## config.mk

```make
export PLATFORM = sky130hd
export DESIGN_NAME = ipv4_dotted_quad_parser_flat
export DESIGN_NICKNAME = d
export VERILOG_FILES = /design/src/rtl/core/ipq_pkg.sv /design/src/rtl/core/ipq_char_if.sv /design/src/rtl/core/ipq_result_if.sv /design/src/rtl/core/ipv4_dotted_quad_parser.sv /design/src/flat_wrapper.sv
export SDC_FILE = /design/constraint.sdc
export NUM_CORES = 1
export LEC_CHECK = 0
export BUFFER_PORTS_ARGS = -buffer_cell sky130_fd_sc_hd__buf_2
export CAP_MARGIN = 10
export CORE_MARGIN = 10
export CORE_UTILIZATION = 54
export CTS_BUF_LIST = sky130_fd_sc_hd__clkbuf_2 sky130_fd_sc_hd__clkbuf_4 sky130_fd_sc_hd__clkbuf_8
export CTS_CLUSTER_DIAMETER = 150
export DETAILED_ROUTE_END_ITERATION = 7
export PLACE_DENSITY = 0.74
export SLEW_MARGIN = 20
export SYNTH_ARGS = -nofsm -noshare
export SYNTH_HDL_FRONTEND = slang
export SYNTH_SLANG_ARGS = --single-unit
```

## constraint.sdc

```tcl
create_clock -name clk -period 7.17 [get_ports clk]
set_input_delay 0.717 -clock clk [delete_from_list [all_inputs] [get_ports clk]]
set_output_delay 0.717 -clock clk [all_outputs]
set_load 0.005 [all_outputs]
```

## src/rtl/core/ipq_pkg.sv

```systemverilog
// Shared types, widths and constants (characters, octet limits) for the dotted-quad IPv4 parser.
`timescale 1ns / 1ps
`default_nettype none

package ipq_pkg;

    localparam int CHAR_W = 8;
    localparam int ADDR_W = 32;
    localparam int OCTET_W = 8;
    localparam int ACC_W = 9;
    localparam int PROD_W = 12;

    typedef logic [CHAR_W-1:0]  char_t;
    typedef logic [ADDR_W-1:0]  addr_t;
    typedef logic [ACC_W-1:0]   acc_t;
    typedef logic [1:0]         seg_idx_t;
    typedef logic [3*OCTET_W-1:0] octets_t;

    localparam char_t    CHAR_END  = 8'h00;
    localparam char_t    CHAR_DOT  = 8'h2E;
    localparam char_t    CHAR_ZERO = 8'h30;
    localparam char_t    CHAR_NINE = 8'h39;
    localparam acc_t     OCTET_MAX = 9'd255;
    localparam acc_t     OCTET_SAT = 9'd256;
    localparam seg_idx_t LAST_SEGMENT = 2'd3;

endpackage

`default_nettype wire

```

## src/rtl/core/ipq_char_if.sv

```systemverilog
// Valid/ready channel carrying one character of a name per beat.
`timescale 1ns / 1ps
`default_nettype none

interface ipq_char_if;
    import ipq_pkg::*;

    logic  valid;
    logic  ready;
    char_t character;

    modport source (output valid, output character, input ready);
    modport sink   (input valid, input character, output ready);
endinterface

`default_nettype wire

```

## src/rtl/core/ipq_result_if.sv

```systemverilog
// Valid/ready channel carrying one parse result per beat.
`timescale 1ns / 1ps
`default_nettype none

interface ipq_result_if;
    import ipq_pkg::*;

    logic  valid;
    logic  ready;
    logic  is_address;
    addr_t address;

    modport source (output valid, output is_address, output address, input ready);
    modport sink   (input valid, input is_address, input address, output ready);
endinterface

`default_nettype wire

```

## src/rtl/core/ipv4_dotted_quad_parser.sv

```systemverilog
// Dotted-quad IPv4 parser: one character per beat in, one result per name out.
//
// chars:  one byte of a name per beat; a zero byte ends the name.
// result: one beat per name, sent for its terminator: is_address and the
//         packed address (first octet in bits 31..24, zero when invalid).
// Every other byte produces no result beat.
// Throughput: one character per cycle, except while a terminator stalls as below.
// Each byte is captured in an input register, the parser state is updated
// from it, and a terminator's result is loaded into the output register then.
// Stall: while a result waits in the output register, non-terminator bytes
// keep flowing; a second terminator holds in the input register until the
// waiting result is taken, and chars.ready drops behind it.
// Reset: parser state returns to the start of a name, both registers empty.
// MAX_SEGMENT_CHARS bounds the characters per segment (3..31).
`timescale 1ns / 1ps
`default_nettype none

module ipv4_dotted_quad_parser #(
    parameter int MAX_SEGMENT_CHARS = 15
) (
    input  wire           clk,
    input  wire           rst_n,
    ipq_char_if.sink      chars,
    ipq_result_if.source  result
);
    import ipq_pkg::*;

    localparam int CNT_W = $clog2(MAX_SEGMENT_CHARS + 1);
    localparam logic [CNT_W-1:0] SEG_LIMIT = CNT_W'(MAX_SEGMENT_CHARS);

    logic             in_valid_reg;
    char_t            in_char_reg;

    seg_idx_t         seg_idx_reg, seg_idx_next;
    logic [CNT_W-1:0] seg_chars_reg, seg_chars_next;
    acc_t             octet_reg, octet_next;
    logic             in_run_reg, in_run_next;
    logic             failed_reg, failed_next;
    octets_t          octets_reg, octets_next;

    logic             out_valid_reg, out_valid_next;
    logic             out_is_addr_reg;
    addr_t            out_addr_reg;

    logic             is_end, is_dot, is_digit;
    logic             advance, load_out, accept;
    logic             ok;
    logic [PROD_W-1:0] prod;

    assign is_end   = (in_char_reg == CHAR_END);
    assign is_dot   = (in_char_reg == CHAR_DOT);
    assign is_digit = (in_char_reg >= CHAR_ZERO) && (in_char_reg <= CHAR_NINE);

    assign advance  = in_valid_reg && (!is_end || !out_valid_reg || result.ready);
    assign load_out = advance && is_end;
    assign accept   = chars.valid && chars.ready;

    assign chars.ready = !in_valid_reg || advance;

    assign prod = PROD_W'(octet_reg) * PROD_W'(10)
                + PROD_W'(in_char_reg - CHAR_ZERO);

    assign ok = !failed_reg && (seg_idx_reg == LAST_SEGMENT)
              && (seg_chars_reg != '0) && (octet_reg <= OCTET_MAX);

    always_comb
    begin
        seg_idx_next   = seg_idx_reg;
        seg_chars_next = seg_chars_reg;
        octet_next     = octet_reg;
        in_run_next    = in_run_reg;
        failed_next    = failed_reg;
        octets_next    = octets_reg;
        if (advance)
        begin
            if (is_end)
            begin
                seg_idx_next   = '0;
                seg_chars_next = '0;
                octet_next     = '0;
                in_run_next    = 1'b1;
                failed_next    = 1'b0;
                octets_next    = '0;
            end
            else if (!failed_reg)
            begin
                if (is_dot)
                begin
                    if ((seg_chars_reg == '0) || (seg_idx_reg == LAST_SEGMENT)
                        || (octet_reg > OCTET_MAX))
                    begin
                        failed_next = 1'b1;
                    end
                    else
                    begin
                        octets_next    = {octets_reg[2*OCTET_W-1:0], octet_reg[OCTET_W-1:0]};
                        seg_idx_next   = seg_idx_reg + 2'd1;
                        seg_chars_next = '0;
                        octet_next     = '0;
                        in_run_next    = 1'b1;
                    end
                end
                else if ((seg_chars_reg == '0) && !is_digit)
                begin
                    failed_next = 1'b1;
                end
                else if (seg_chars_reg >= SEG_LIMIT)
                begin
                    failed_next = 1'b1;
                end
                else
                begin
                    seg_chars_next = seg_chars_reg + CNT_W'(1);
                    if (in_run_reg)
                    begin
                        if (is_digit)
                            octet_next = (prod > PROD_W'(OCTET_SAT)) ? OCTET_SAT
                                                                     : prod[ACC_W-1:0];
                        else
                            in_run_next = 1'b0;
                    end
                end
            end
        end
    end

    always_comb
    begin
        if (load_out)
            out_valid_next = 1'b1;
        else if (result.ready)
            out_valid_next = 1'b0;
        else
            out_valid_next = out_valid_reg;
    end

    always_ff @(posedge clk or negedge rst_n)
    begin
        if (!rst_n)
        begin
            in_valid_reg  <= 1'b0;
            seg_idx_reg   <= '0;
            seg_chars_reg <= '0;
            octet_reg     <= '0;
            in_run_reg    <= 1'b1;
            failed_reg    <= 1'b0;
            octets_reg    <= '0;
            out_valid_reg <= 1'b0;
        end
        else
        begin
            if (chars.ready)
                in_valid_reg <= chars.valid;
            seg_idx_reg   <= seg_idx_next;
            seg_chars_reg <= seg_chars_next;
            octet_reg     <= octet_next;
            in_run_reg    <= in_run_next;
            failed_reg    <= failed_next;
            octets_reg    <= octets_next;
            out_valid_reg <= out_valid_next;
        end
    end

    always_ff @(posedge clk)
    begin
        if (accept)
            in_char_reg <= chars.character;
        if (load_out)
        begin
            out_is_addr_reg <= ok;
            out_addr_reg    <= ok ? {octets_reg, octet_reg[OCTET_W-1:0]} : '0;
        end
    end

    assign result.valid      = out_valid_reg;
    assign result.is_address = out_is_addr_reg;
    assign result.address    = out_addr_reg;

endmodule

`default_nettype wire
```

## src/flat_wrapper.sv

```systemverilog
// flat-port wrapper written by rule: the top's interface ports become plain ports
module ipv4_dotted_quad_parser_flat import ipq_pkg::*;
#(
    parameter int MAX_SEGMENT_CHARS = 15
)
  (clk, rst_n, chars_valid, chars_character, chars_ready, result_valid, result_is_address, result_address, result_ready);
  ipq_char_if chars_i ();
  ipq_result_if result_i ();
  input  wire clk;
  input  wire rst_n;
  input wire logic [$bits(chars_i.valid)-1:0] chars_valid;
  input wire logic [$bits(chars_i.character)-1:0] chars_character;
  output wire logic [$bits(chars_i.ready)-1:0] chars_ready;
  output wire logic [$bits(result_i.valid)-1:0] result_valid;
  output wire logic [$bits(result_i.is_address)-1:0] result_is_address;
  output wire logic [$bits(result_i.address)-1:0] result_address;
  input wire logic [$bits(result_i.ready)-1:0] result_ready;
  assign chars_i.valid = chars_valid;
  assign chars_i.character = chars_character;
  assign chars_ready = chars_i.ready;
  assign result_valid = result_i.valid;
  assign result_is_address = result_i.is_address;
  assign result_address = result_i.address;
  assign result_i.ready = result_ready;
  ipv4_dotted_quad_parser #(.MAX_SEGMENT_CHARS(MAX_SEGMENT_CHARS)) u_core (.clk(clk), .rst_n(rst_n), .chars(chars_i), .result(result_i));
endmodule
```

==> impl_metrics.toml <==
[yosys]
syn_nets = 374
synth_ff_type = "dfrtp_1"
yosysSeqAreaShare = 0.552
synth_cells = 330
synth-edff-count = 41
synth_seq_cells = 84
ys_top_cells_by_area = "edfxtp_1 (29%), dfrtp_1 (25%), ha_1 (9.0%), a22o_1 (5.2%), and2_1 (5.1%)"
synth_top_area_cell = "edfxtp_1"
syn_area_mm2 = 0.00418
async_flop_share = 0.512
synth_cell_types = 51
avgSynthCellArea_um2 = 12.7
yosysTopAreaCellShare = 0.294
ys_warn_count = 0

[setup_path]
startpoint = "u_core.octet_reg[1]"
start_kind = "register"
r2r_cells = 18
r2r_end = "u_core.octet_reg[0]"
crit_arrival_ns = 3.86
slowest_stage = "dfrtp_1"
slowest_delay_ns = 0.47
r2r-start = "u_core.octet_reg[1]"
crit_required_ns = 7.43
critPathKind = "register to register"
cp_cell_sequence = "ha_1 -> ha_1 -> inv_1 -> fa_1 -> nor2_1 -> o21ai_0 -> nand2b_1 -> a21o_1 -> a21oi_1 -> xnor2_1 -> ha_1 -> o21a_1 -> a21oi_1 -> o21ai_0 -> xnor2_1 -> xnor2_1 -> nand2_2 -> o31ai_1"
end_kind = "register"
crit_fanout = 6
r2r_slack_ns = 3.57

[global_route]
grt_pass1_vias = 2599
grt_max_degree = 44
gr-total-overflow = 0
grtUsageTotal = 0.133
antenna_found_initial = 0
grt_pass1_wl_um = 12500

[power]
p_int_w = 0.000696
p_leak_nw = 2.29
p_comb_frac = 0.054
p_clk_frac = 0.381
p_switching_w = 0.000222
sequentialPowerShare = 0.565
cellPowerDensity_mw_per_mm2 = 194
total_power_w = 0.000918
p_sw_frac = 0.242
worst_ir_drop_vdd_uv = 130

[finish]
area_growth_pct = 12.9
mostFrequentLayoutCells = "buf_2 (46), dfrtp_1 (42), edfxtp_1 (41)"
antenna_cells = 0
drive_gt1_frac = 0.211
fin_cells = 486
final_common_cell = "buf_2"
num-nets-final = 423
largest_reg_flops = 32

[floorplanning]
die_x_um = 108
dieArea_mm2 = 0.0117
ios = 47
coreArea_mm2 = 0.00765
die_h_um = 108
rows = 32
initial_core_util = 0.547

[detailed_routing]
wl_per_cell_um = 15.0
drt_first_pass_iters = 4
vias_per_cell = 5.44
wl_um = 7300
drc_errors = 0
drtIter0Drc = 127
vias = 2642
ant_nets = 0

[timing]
slew_viol_final = 0
worst_pin_slew_ns = 0.965
holdWs_ns = 0.484
finalCriticalPeriod_ns = 3.60
final_hold_viol_count = 0
rsz0062_at_grt = "no"
worst_slack_ns = 3.57
fin_skew_ns = 0.0111
fmax_mhz = 278
finalCritPeriodShare = 0.501
fin_tns_setup_ns = 0
setup_viol = 0
slew_headroom = 0.355

[clock_tree]
cts.repair.resized = 0
cts.sinks = 84
cts_setup_buffers = 0
root_buffer = "clkbuf_8"
insertion_delay_ns = 0.36
cts_tree = "yes"
h-tree-depth = 3
cts_buffer_depth = 2
hold_buffers = 0
path_clk_slew_ns = 0.09
numCtsBuffers = 9

[placement]
gp_congestion = 0.857
dp.cells = 470
dp_hpwl_um = 5370
place_ws_ns = 3.61
portBuffers = 46

[min_path]
hp-class = "input pin to async pin"

[outcome]
status = "completed"

[job]
maxCapViolCount = 0
worst max-delay path by stage:
stage                               end  slack [ns]  cells after the start
floorplan           u_core.octet_reg[0]        3.86                     18
global placement    u_core.octet_reg[0]        3.69                     18
detailed placement  u_core.octet_reg[0]        3.61                     18
CTS                 u_core.octet_reg[0]        3.58                     18
global route        u_core.octet_reg[5]        3.23                     18
finish              u_core.octet_reg[0]        3.57                     18
power groups by stage:
stage / logic, W / registers [W] / clock network [W]
after global placement: 0.0000489 / 0.000529 / 0
after global routing: 0.0000559 / 0.000520 / 0.000384
after floorplan: 0.0000344 / 0.000527 / 0
after detailed placement: 0.0000498 / 0.000529 / 0
after CTS: 0.0000499 / 0.000519 / 0.000356
final: 0.0000496 / 0.000519 / 0.000349
per-stage QoR:
| stage | instance area [um2] | util |
|---|---|---|
| final | 4720 | 0.617 |
| after global routing | 4720 | 0.617 |
| after CTS | 4710 | 0.616 |
| after detailed placement | 4510 | 0.589 |
| after global placement | 4510 | 0.589 |
| after floorplan | 4180 | - |
synthesized netlist by cell type (7+ instances only):
library cell	number
nand2_1	19
a21o_1	11
a21oi_1	9
o21ai_0	11
nor2_1	8
a22o_1	25
ha_1	30
and2_1	34
inv_1	12
xor2_1	12
edfxtp_1	41
xnor2_1	7
dfrtp_1	42
area by class of cell:
class,count,area [um2]
multi-input cells,225,1800
flip-flops and latches,84,2310
clock inverters,7,82.6
clock buffers,9,124
inverters,12,45.0
repair buffers,47,238
fillers,606,2930
well taps,102,128
metal layers:
metal	global-route usage	vias up	wire, um
met5	0	-	0
met4	0.0573	0	142
met3	0.0422	14	466
met2	0.209	65	3380
met1	0.167	1248	3310
li1	-	1315	-
logic make-up after synthesis:
kind of cell	after synthesis	synth area share
adders and majority gates	32	0.0993
AOI/OAI and AO/OA	82	0.152
and+or+nand+nor	92	0.135
DFF	84	0.552
buffers and inverters	21	0.0221
xor gates and xnor gates	19	0.0398
critical path, delay by kind of cell (launching register included):
| kind | cells | cell delay, ns |
|---|---|---|
| AO/OA/AOI/OAI | 7 | 1.10 |
| adder cells (fa/ha/maj) | 4 | 1.04 |
| XOR/XNOR | 3 | 0.54 |
| flip-flops | 1 | 0.47 |
| AND/OR/NAND/NOR | 3 | 0.28 |
| buffers and inverters | 1 | 0.06 |
No activity file was read; power rests on OpenSTA's default activity.
